==> src/hw/rtl/bil_pkg.sv <==
// Shared types and codes for the bounded insertion list.
// No dependencies; used by bil_cell and bounded_insertion_list_core.
`timescale 1ns / 1ps

package bil_pkg;

    // Command codes carried on s_command
    localparam logic [2:0] CMD_FRONT     = 3'd0;
    localparam logic [2:0] CMD_APPEND    = 3'd1;
    localparam logic [2:0] CMD_INSERT_AT = 3'd2;
    localparam logic [2:0] CMD_READ_AT   = 3'd3;
    localparam logic [2:0] CMD_CLEAR     = 3'd4;

    // Fixed payload widths of the ports
    localparam int unsigned CMD_BITS   = 3;
    localparam int unsigned POS_BITS   = 4;
    localparam int unsigned VALUE_BITS = 32;
    localparam int unsigned COUNT_BITS = 5;

    // Per-cell control: load the new word, or take the lower neighbour's word
    typedef struct packed {
        logic load;
        logic shift;
    } cell_ctrl_t;

endpackage

==> src/hw/rtl/bounded_insertion_list_core.sv <==
// Bounded insertion list: top level with command decode, cell row and result register.
// Depends on bil_pkg and bil_cell.
`timescale 1ns / 1ps

// Result: registered, and valid in the cycle after its request is accepted.
// Throughput: one request per cycle while m_ready stays high; every command finishes in the cycle it is
//   accepted because all cells shift together, so only the result register paces it.
// Reset (aresetn low, synchronous): count and result valid clear; entry words are
//   not reset and hold no meaning until written.

module bounded_insertion_list_core #(
    parameter int unsigned CAPACITY  = 16,
    parameter int unsigned WORD_BITS = 32
) (
    input  logic                              aclk,
    input  logic                              aresetn,
    // request channel
    input  logic                              s_valid,
    output logic                              s_ready,
    input  logic [bil_pkg::CMD_BITS-1:0]      s_command,
    input  logic [bil_pkg::POS_BITS-1:0]      s_position,
    input  logic [bil_pkg::VALUE_BITS-1:0]    s_entry_value,
    // result channel
    output logic                              m_valid,
    input  logic                              m_ready,
    output logic                              m_ok,
    output logic [bil_pkg::VALUE_BITS-1:0]    m_read_value,
    output logic [bil_pkg::COUNT_BITS-1:0]    m_entry_count
);

    // Count holds 0..CAPACITY; slot index holds 0..CAPACITY-1
    localparam int unsigned CNT_W   = $clog2(CAPACITY + 1);
    localparam int unsigned IDX_W   = $clog2(CAPACITY);
    // Position compares happen at a width that holds both the port and the count
    localparam int unsigned CMP_W   = (CNT_W > bil_pkg::POS_BITS) ? CNT_W : bil_pkg::POS_BITS;
    // Only the first slots are reachable by a position on the port
    localparam int unsigned RD_SPAN = (CAPACITY < (1 << bil_pkg::POS_BITS)) ?
                                      CAPACITY : (1 << bil_pkg::POS_BITS);

    logic [CNT_W-1:0]     cnt_reg;
    logic [CNT_W-1:0]     cnt_next;

    logic                 m_valid_reg;
    logic                 m_ok_reg;
    logic                 ok_next;
    logic [bil_pkg::VALUE_BITS-1:0] m_read_value_reg;
    logic [bil_pkg::VALUE_BITS-1:0] rd_next;
    logic [bil_pkg::COUNT_BITS-1:0] m_entry_count_reg;

    logic                 accept;
    logic                 room;
    logic                 pos_ok;
    logic                 ins_en;
    logic [CNT_W-1:0]     at_idx;
    logic [CMP_W-1:0]     pos_ext;
    logic [IDX_W-1:0]     rd_idx;
    logic [WORD_BITS-1:0] rd_word;
    logic [63:0]          rd_wide;
    logic [63:0]          in_wide;
    logic [WORD_BITS-1:0] ins_word;
    logic [15:0]          cnt_wide;

    logic [WORD_BITS-1:0]  word_q [CAPACITY];
    bil_pkg::cell_ctrl_t   cell_ctrl [CAPACITY];

    // Hand over a request whenever the result register is free or draining
    assign s_ready = !m_valid_reg || m_ready;
    assign accept  = s_valid && s_ready;

    assign pos_ext  = CMP_W'(s_position);
    assign rd_idx   = pos_ext[IDX_W-1:0];
    assign in_wide  = 64'(s_entry_value);
    assign ins_word = in_wide[WORD_BITS-1:0];

    assign room   = cnt_reg < CNT_W'(CAPACITY);
    assign pos_ok = pos_ext < CMP_W'(cnt_reg);

    // Read mux over the reachable slots only
    always_comb begin
        rd_word = '0;
        for (int j = 0; j < RD_SPAN; j++) begin
            if (rd_idx == IDX_W'(j)) begin
                rd_word = word_q[j];
            end
        end
    end
    assign rd_wide = 64'(rd_word);

    // Decode the command; a rejected one leaves the count and the cells alone
    always_comb begin
        ok_next  = 1'b0;
        rd_next  = '0;
        ins_en   = 1'b0;
        at_idx   = '0;
        cnt_next = cnt_reg;
        unique case (s_command)
            bil_pkg::CMD_FRONT: begin
                if (room) begin
                    ins_en  = 1'b1;
                    ok_next = 1'b1;
                end
            end
            bil_pkg::CMD_APPEND: begin
                if (room) begin
                    ins_en  = 1'b1;
                    at_idx  = cnt_reg;
                    ok_next = 1'b1;
                end
            end
            bil_pkg::CMD_INSERT_AT: begin
                if (room && pos_ok) begin
                    ins_en  = 1'b1;
                    at_idx  = pos_ext[CNT_W-1:0];
                    ok_next = 1'b1;
                end
            end
            bil_pkg::CMD_READ_AT: begin
                if (pos_ok) begin
                    rd_next = rd_wide[bil_pkg::VALUE_BITS-1:0];
                    ok_next = 1'b1;
                end
            end
            bil_pkg::CMD_CLEAR: begin
                cnt_next = '0;
                ok_next  = 1'b1;
            end
            default: begin
                // unused codes: reject, keep state
            end
        endcase
        if (ins_en) begin
            cnt_next = cnt_reg + CNT_W'(1);
        end
    end

    assign cnt_wide = 16'(cnt_next);

    // Row of cells: the insert slot loads, every slot above it takes its neighbour
    for (genvar i = 0; i < CAPACITY; i++) begin : g_cell
        logic [WORD_BITS-1:0] prev_word;

        assign cell_ctrl[i].load  = accept && ins_en && (at_idx == CNT_W'(i));
        assign cell_ctrl[i].shift = accept && ins_en && (at_idx < CNT_W'(i));

        if (i == 0) begin : g_first
            assign prev_word = ins_word;
        end else begin : g_rest
            assign prev_word = word_q[i-1];
        end

        bil_cell #(
            .WORD_BITS (WORD_BITS)
        ) u_cell (
            .aclk      (aclk),
            .ctrl      (cell_ctrl[i]),
            .new_word  (ins_word),
            .prev_word (prev_word),
            .word_q    (word_q[i])
        );
    end

    // Count and result valid
    always_ff @(posedge aclk) begin
        if (!aresetn) begin
            cnt_reg     <= '0;
            m_valid_reg <= 1'b0;
        end else begin
            if (accept) begin
                cnt_reg     <= cnt_next;
                m_valid_reg <= 1'b1;
            end else if (m_ready) begin
                m_valid_reg <= 1'b0;
            end
        end
    end

    // Result payload: load on accept, hold otherwise
    always_ff @(posedge aclk) begin
        if (accept) begin
            m_ok_reg          <= ok_next;
            m_read_value_reg  <= rd_next;
            m_entry_count_reg <= cnt_wide[bil_pkg::COUNT_BITS-1:0];
        end
    end

    assign m_valid       = m_valid_reg;
    assign m_ok          = m_ok_reg;
    assign m_read_value  = m_read_value_reg;
    assign m_entry_count = m_entry_count_reg;

    function automatic logic [bil_pkg::COUNT_BITS-1:0] COUNT_BITS_OF(input logic [CNT_W-1:0] c);
        logic [15:0] w;
        w = 16'(c);
        return w[bil_pkg::COUNT_BITS-1:0];
    endfunction

    // Count never runs past the number of cells
    a_cnt_bound: assert property (@(posedge aclk) disable iff (!aresetn)
        cnt_reg <= CNT_W'(CAPACITY))
        else $error("entry count beyond capacity");

    // A successful insert grows the list by exactly one
    a_ins_grow: assert property (@(posedge aclk) disable iff (!aresetn)
        (accept && ins_en) |=> (cnt_reg == $past(cnt_reg) + CNT_W'(1)))
        else $error("insert did not grow the list by one");

    // A rejected or non-read result carries a zero word
    a_rd_zero: assert property (@(posedge aclk) disable iff (!aresetn)
        (accept && !(ok_next && s_command == bil_pkg::CMD_READ_AT)) |=> (m_read_value == '0))
        else $error("non-zero read value on a result that is not a read");

    // Reported count follows the list count
    a_cnt_report: assert property (@(posedge aclk) disable iff (!aresetn)
        accept |=> (m_entry_count == COUNT_BITS_OF(cnt_reg)))
        else $error("reported count differs from list count");

endmodule

==> src/hw/rtl/bil_cell.sv <==
// One storage cell of the list: holds a single entry word.
// Depends on bil_pkg (cell_ctrl_t).
`timescale 1ns / 1ps

module bil_cell #(
    parameter int unsigned WORD_BITS = 32
) (
    input  logic                  aclk,
    input  bil_pkg::cell_ctrl_t   ctrl,
    input  logic [WORD_BITS-1:0]  new_word,
    input  logic [WORD_BITS-1:0]  prev_word,
    output logic [WORD_BITS-1:0]  word_q
);

    logic [WORD_BITS-1:0] word_reg;
    logic [WORD_BITS-1:0] word_next;

    // Load wins over shift; otherwise hold
    always_comb begin
        word_next = word_reg;
        if (ctrl.load) begin
            word_next = new_word;
        end else if (ctrl.shift) begin
            word_next = prev_word;
        end
    end

    always_ff @(posedge aclk) begin
        word_reg <= word_next;
    end

    assign word_q = word_reg;

endmodule
==> config.mk <==
export PLATFORM = sky130hd
export DESIGN_NAME = bounded_insertion_list_core
export DESIGN_NICKNAME = d
export VERILOG_FILES = /design/src/hw/rtl/bil_pkg.sv /design/src/hw/rtl/bounded_insertion_list_core.sv /design/src/hw/rtl/bil_cell.sv
export SDC_FILE = /design/constraint.sdc
export NUM_CORES = 1
export LEC_CHECK = 0
export BUFFER_PORTS_ARGS = -buffer_cell sky130_fd_sc_hd__buf_2
export CORE_ASPECT_RATIO = 2
export CORE_MARGIN = 1
export CORE_UTILIZATION = 45
export CTS_CLUSTER_DIAMETER = 60
export DETAILED_ROUTE_END_ITERATION = 7
export SLEW_MARGIN = 20
export SYNTH_ARGS = -nofsm -noshare
export SYNTH_HDL_FRONTEND = slang
export SYNTH_HIERARCHICAL = 1
export SYNTH_SLANG_ARGS = --single-unit
==> constraint.sdc <==
create_clock -name aclk -period 3.9 [get_ports aclk]
set_clock_uncertainty 0.2 [all_clocks]
set_input_delay 0.39 -clock aclk [delete_from_list [all_inputs] [get_ports aclk]]
set_output_delay 0.39 -clock aclk [all_outputs]
set_load 0.02 [all_outputs]
## Word-level counts from Yosys, hierarchy flattened

Cells that the tools add are included.

| storage, ports and cells | value |
|---|---|
| register bits | 556 |
| bits of input ports | 43 |
| output and inout port bits | 40 |
| logic and storage cells | 193 |

| cells by class | value |
|---|---|
| add/subtract/negate cells | 1 |
| $lt $le $gt $ge | 18 |
| equal/unequal tests | 34 |
| muxes and demuxes | 60 |
| reductions and logical operators | 59 |

Operators by type and width:

| operator | number |
|---|---|
| 32-bit two-way mux | 48 |
| 5-bit by 4-bit equality test with 1-bit output (second input constant) | 8 |
| 5-bit by 4-bit less-than comparator with 1-bit output (second input constant) | 8 |
| 1-bit logical AND | 35 |
| 2-bit nonzero test | 17 |
| 4-bit equality test (second input constant) | 8 |
| 5-bit by 3-bit equality test with 1-bit output (second input constant) | 4 |
| 5-bit by 3-bit less-than comparator with 1-bit output (second input constant) | 4 |
| 4-bit by 3-bit equality test with 1-bit output (second input constant) | 4 |
| 5-bit two-way mux | 3 |
| 5-bit by 2-bit equality test with 1-bit output (second input constant) | 2 |
| 5-bit by 1-bit less-than comparator with 1-bit output (second input constant) | 2 |
| 5-bit by 2-bit less-than comparator with 1-bit output (second input constant) | 2 |
| 5-bit one-hot mux with 2 select lines | 1 |
| 4-bit by 2-bit equality test with 1-bit output (second input constant) | 2 |
| 3-bit by 2-bit equality test with 1-bit output (second input constant) | 2 |
| 5-bit by 1-bit adder with 5-bit output (second input constant) | 1 |
| 5-bit by 1-bit equality test with 1-bit output (second input constant) | 1 |
| 5-bit zero test | 1 |
| 4-bit by 5-bit less-than comparator with 1-bit output | 1 |
| 5-bit less-than comparator (second input constant) | 1 |
| 1-bit two-way mux | 5 |
| 4-bit by 1-bit equality test with 1-bit output (second input constant) | 1 |
| 4-bit zero test | 1 |
| other kinds (10) | 10 |

## Depth between registers and ports, before layout

| logic depth | value |
|---|---|
| depth in word-level cells | 17 |
| mapped depth | 12 |

## Cells and area by module

The synthesis kept the hierarchy.

Modules (own cells, without submodules):

| module | times used | cells an instance | area an instance (um^2) | sequential area each (um^2) |
|---|---|---|---|---|
| bil_cell | 16 | 69 | 1507.7 | 960.9 |
| bounded_insertion_list_core | 1 | 911 | 6829.0 | 1261.2 |

## Least setup slack after synthesis

No wires, ideal clock.

| timing | value |
|---|---|
| path type | register to register |
| start point | reg cnt_reg[1] |
| end point | reg g_cell[3].u_cell.word_reg[0] (enable) |
| setup time | 390 ps |
| arrival | 3242 ps |
| data required time | 3310 ps |
| setup slack | 67 ps |
| cell stages (with the launch flop) | 12 |
| buffers on the path | 3 |
| period minus slack after synthesis | 3833 ps |
| cell sequence | dfxtp_1 > inv_1 > ha_1 > a2111oi_4 > o21a_1 > buf_4 > a22oi_2 > or3_1 > nor3_1 > buf_6 > buf_12 > or2_1 |

RTL lines:

| element | RTL line | RTL |
|---|---|---|
| start, declared | bounded_insertion_list_core.sv:40 | `logic [CNT_W-1:0] cnt_reg;` |
| start signal, assigned | bounded_insertion_list_core.sv:169 | `cnt_reg <= cnt_next;` |
| end signal, assigned | bil_cell.sv:29 | `word_reg <= word_next;` |
| end, declared | bil_cell.sv:15 | `logic [WORD_BITS-1:0] word_reg;` |

==> results_tabular.tex <==
\begin{tabular}{lr}
\hline
Metric & Value \\
\hline
\multicolumn{2}{l}{\textbf{Status}} \\
Outcome & completed \\
\multicolumn{2}{l}{\textbf{Power}} \\
Static leakage power & 12.3 nW \\
Worst ir drop on vdd & 0.000360 V \\
Tot Pwr & 13.5 mW \\
Pwr/cell area & 393 nW/um\^{}2 \\
\multicolumn{2}{l}{\textbf{Clocking}} \\
Clock tree from TritonCTS & done \\
Number of clock buffers inserted by TritonCTS & 49 \\
CTS Root Cell & sky130\_fd\_sc\_hd\_\_clkbuf\_16 \\
TritonCTS sink count & 556 \\
Maximum clock insertion buffer count & 3 \\
H-tree levels & 2 \\
Clock-pin transition on the worst setup and hold timing paths & 0.07 ns \\
Later-pin clock latency in the skew report & 0.62 ns \\
\multicolumn{2}{l}{\textbf{Worst setup path}} \\
Crit-path max FO & 10 \\
Bufs and invs on worst path & 2 \\
Worst-case register-to-register setup slack & 0.11 ns \\
Longest individual stage delay on the worst path & 0.45 ns \\
Chain of cells forming the critical path & inv\_1 > ha\_1 > a2111oi\_4 > o21ai\_2 > a211oi\_2 > nand3\_1 > nor3\_2 > buf\_4 > mux2\_2 \\
Required time reported for the critical path endpoint & 4.05 ns \\
Slowest cell on the critical path & sky130\_fd\_sc\_hd\_\_a2111oi\_4 \\
Critical Path End Type & flip-flop \\
Nature of the critical path startpoint & flip-flop \\
Data arrival time of the worst path & 3.95 ns \\
Crit path kind & reg2reg \\
Reg2Reg Depth & 9 \\
Cell type group with the largest total delay on the critical path & compound AO/OA/AOI/OAI gates \\
Reg2reg start & cnt\_reg[1] \\
Worst reg2reg path endpoint & g\_cell[5].u\_cell/word\_q[31] \\
\multicolumn{2}{l}{\textbf{Timing}} \\
Final Hold Violating Endpoints & 0 \\
Actual slew at the worst max-slew pin & 0.785 ns \\
Final worst slack & 0.106 ns \\
Final period utilization & 0.973 \\
Max-Slew Margin vs Limit & 0.470 \\
Highest attainable clock frequency & 264 MHz \\
Total setup violations reported at the end of the flow & 0 \\
RSZ-0062 raised after global routing & yes \\
Slew Viols, Final & 0 \\
Final hold slack & 0.140 ns \\
Clock period minus worst slack & 3.79 ns \\
\multicolumn{2}{l}{\textbf{Finish}} \\
Leading cell type in the layout, fill and taps excluded & sky130\_fd\_sc\_hd\_\_edfxtp\_1 \\
Max FFs per register & 512 \\
Final layout net count & 2192 \\
Leading cell types in the layout, fill and taps excluded & sky130\_fd\_sc\_hd\_\_edfxtp\_1 (550), sky130\_fd\_sc\_hd\_\_mux2\_4 (464), sky130\_fd\_sc\_hd\_\_buf\_4 (103) \\
Final core area utilization & 0.507 \\
Share of cells above drive strength 1 & 0.415 \\
Number of diodes added for antenna fixing & 0 \\
Synth-to-Final Area Change & 11.3\% \\
\multicolumn{2}{l}{\textbf{Logic synthesis}} \\
Compound-Gate Fraction of Synth Area & 0.0896 \\
Average cell area after synthesis & 15.4 sq um \\
Fraction of synthesis flops using an asynchronous set or reset pin & 0 \\
Simple-gate share of the synthesized area & 0.0378 \\
FF+latch count, synth & 556 \\
Post-synthesis cell count & 2015 \\
Largest family of logic cells by synthesized area & multiplexers \\
Adder-cell share of the synthesized area & 0.00162 \\
Prevailing post-synth register cell & sky130\_fd\_sc\_hd\_\_edfxtp\_1 \\
Seq/Total Area, Yosys & 0.537 \\
Xor/xnor cell area share of the yosys netlist & 0 \\
Yosys warning total & 6 \\
Count of unique library cells instantiated by Yosys & 68 \\
Cell area after synthesis & 31000 sq um \\
Share of synthesized area spent on multiplexers & 0.283 \\
EDFF count, synth & 550 \\
Total nets after synthesis & 2062 \\
\multicolumn{2}{l}{\textbf{Job}} \\
Max-cap check violation count & 0 \\
\multicolumn{2}{l}{\textbf{Detailed routing}} \\
Vias after detailed routing & 19.3k \\
ANT nets after route & 0 \\
Number of remaining DRC errors & 0 \\
Vias per cell & 6.27 \\
Routed WL & 96800 um \\
Drt first-iter violations & 1643 \\
Wire per inst & 31.5 um \\
Total iterations of the first detailed-routing run & 5 \\
\multicolumn{2}{l}{\textbf{Global route}} \\
Initial antenna violation count & 0 \\
Number of global-route vias before repair & 20.3k \\
Maximum number of pins on one net before global-route repair & 103 \\
Global-route congestion overflow total & 0 \\
Global-route wire length before repair & 142000 um \\
Combined global-route utilization of all metal layers & 0.277 \\
\multicolumn{2}{l}{\textbf{Worst hold path}} \\
Worst Hold Class & in2reg \\
Capture endpoint of the worst hold path & m\_entry\_count[3] \\
Startpoint of the tightest hold check path & s\_command[2] \\
Cell depth of the worst hold path & 2 \\
\multicolumn{2}{l}{\textbf{Place}} \\
I/O Buffers & 82 \\
Final HPWL from detailed placement & 65000 um \\
Worst setup slack after placement & 0.00684 ns \\
Routability congestion estimate & 0.870 \\
\multicolumn{2}{l}{\textbf{Floorplanning}} \\
Chip height & 373 um \\
Core Area & 67900 sq um \\
Number of placed I/O pins & 83 \\
Row cnt & 135 \\
Area enclosed by the die boundary & 69900 sq um \\
Die span in x & 187 um \\
Starting density of the core & 0.456 \\
\hline
\end{tabular}
## worst max path at each step
stage | from | to | slack (ns) | depth (start not counted)
3_3_place_gp | s_position[1] | g_cell[0].u_cell/word_q[20] | 0.04 | 9
4_1_cts | cnt_reg[1] | g_cell[0].u_cell/word_q[14] | 0.04 | 9
3_5_place_dp | s_position[1] | g_cell[0].u_cell/word_q[22] | 0.007 | 9
5_1_grt | cnt_reg[1] | g_cell[12].u_cell/word_q[4] | -0.05 | 9
6_report | cnt_reg[1] | g_cell[5].u_cell/word_q[31] | 0.11 | 9
2_1_floorplan | cnt_reg[1] | g_cell[3].u_cell/word_q[0] | 0.07 | 11
## where the power goes
group	switching [mW]	internal, mW	total, mW	leakage, nW
logic	0.837	0.566	1.40	6.37
registers	0.122	6.80	6.92	5.15
clock network	2.32	2.90	5.22	0.807
total	3.28	10.3	13.5	12.3
## synth_stat cells, drive strengths merged, types with 6 or more instances
library cell / count / area, sq um
edfxtp: 550 / 16500
mux2: 539 / 7810
o21ai: 103 / 519
buf: 101 / 1320
nor2: 91 / 342
a21oi: 85 / 425
nand2: 81 / 304
clkbuf: 51 / 191
mux2i: 51 / 510
a22oi: 44 / 335
o22ai: 43 / 269
a221oi: 22 / 193
or2: 20 / 125
mux4: 19 / 428
o221ai: 16 / 140
a31oi: 14 / 87.6
inv: 14 / 52.6
nor2b: 14 / 87.6
o211ai: 14 / 105
o311ai: 14 / 123
nor3: 11 / 55.1
and3: 10 / 62.6
nand3: 10 / 50.1
o22a: 10 / 87.6
o32ai: 8 / 70.1
a32oi: 7 / 61.3
dfxtp: 6 / 120
o2111ai: 6 / 52.6
o21a: 6 / 45.0
or3: 6 / 37.5
## repair_timing
action                                  4_1_cts  5_1_grt
resized for setup                             0        3
buffers inserted                              0        4
endpoints found under the setup margin        0      146
hold endpoints to repair                      3        0
hold buffers                                  3        0
## layer usage
layer,track usage,wire length [um],vias to the layer above,share of wire
met5,0,0,-,0
met4,0.180,7180,0,0.074
met3,0.0287,4700,314,0.049
met2,0.504,51000,876,0.53
met1,0.303,33900,9858,0.35
li1,-,-,8217,-
## metrics by stage
stage | std cells | area (sq um) | setup TNS (ns)
after floorplan | 2015 | 31000 | 0
after global placement | 2977 | 32700 | 0
after detailed placement | 2977 | 32700 | 0
after CTS | 3069 | 34400 | 0
after global routing | 3073 | 34400 | -1.05
final | 3073 | 34400 | 0
## cells by family (layout without fill, tap and decap cells)
logic type,Yosys count,after routing
buffers and inverters,167,335
AOI/OAI and AO/OA,420,420
and+or+nand+nor,258,258
DFF,556,556
other,1,1
adders and majority gates,4,4
muxes,609,609
## worst reg2reg max path: cells and delay by family, from the launching register on
family | cells | cell delay (ns)
flip-flops | 1 | 0.42
AND/OR/NAND/NOR | 2 | 0.71
multiplexers | 1 | 0.39
AO/OA/AOI/OAI | 3 | 1.05
adder cells (fa/ha/maj) | 1 | 0.32
buffers and inverters | 2 | 0.47
## cell type report
type / instances / area (sq um)
fillers: 5797 / 33500
flip-flops and latches: 556 / 16600
multi-input cells: 1292 / 12900
repair buffers: 231 / 2110
clock buffers: 61 / 1300
well taps: 890 / 1110
clock inverters: 28 / 349
inverters: 15 / 56.3
No activity file was read; power rests on OpenSTA's default activity.
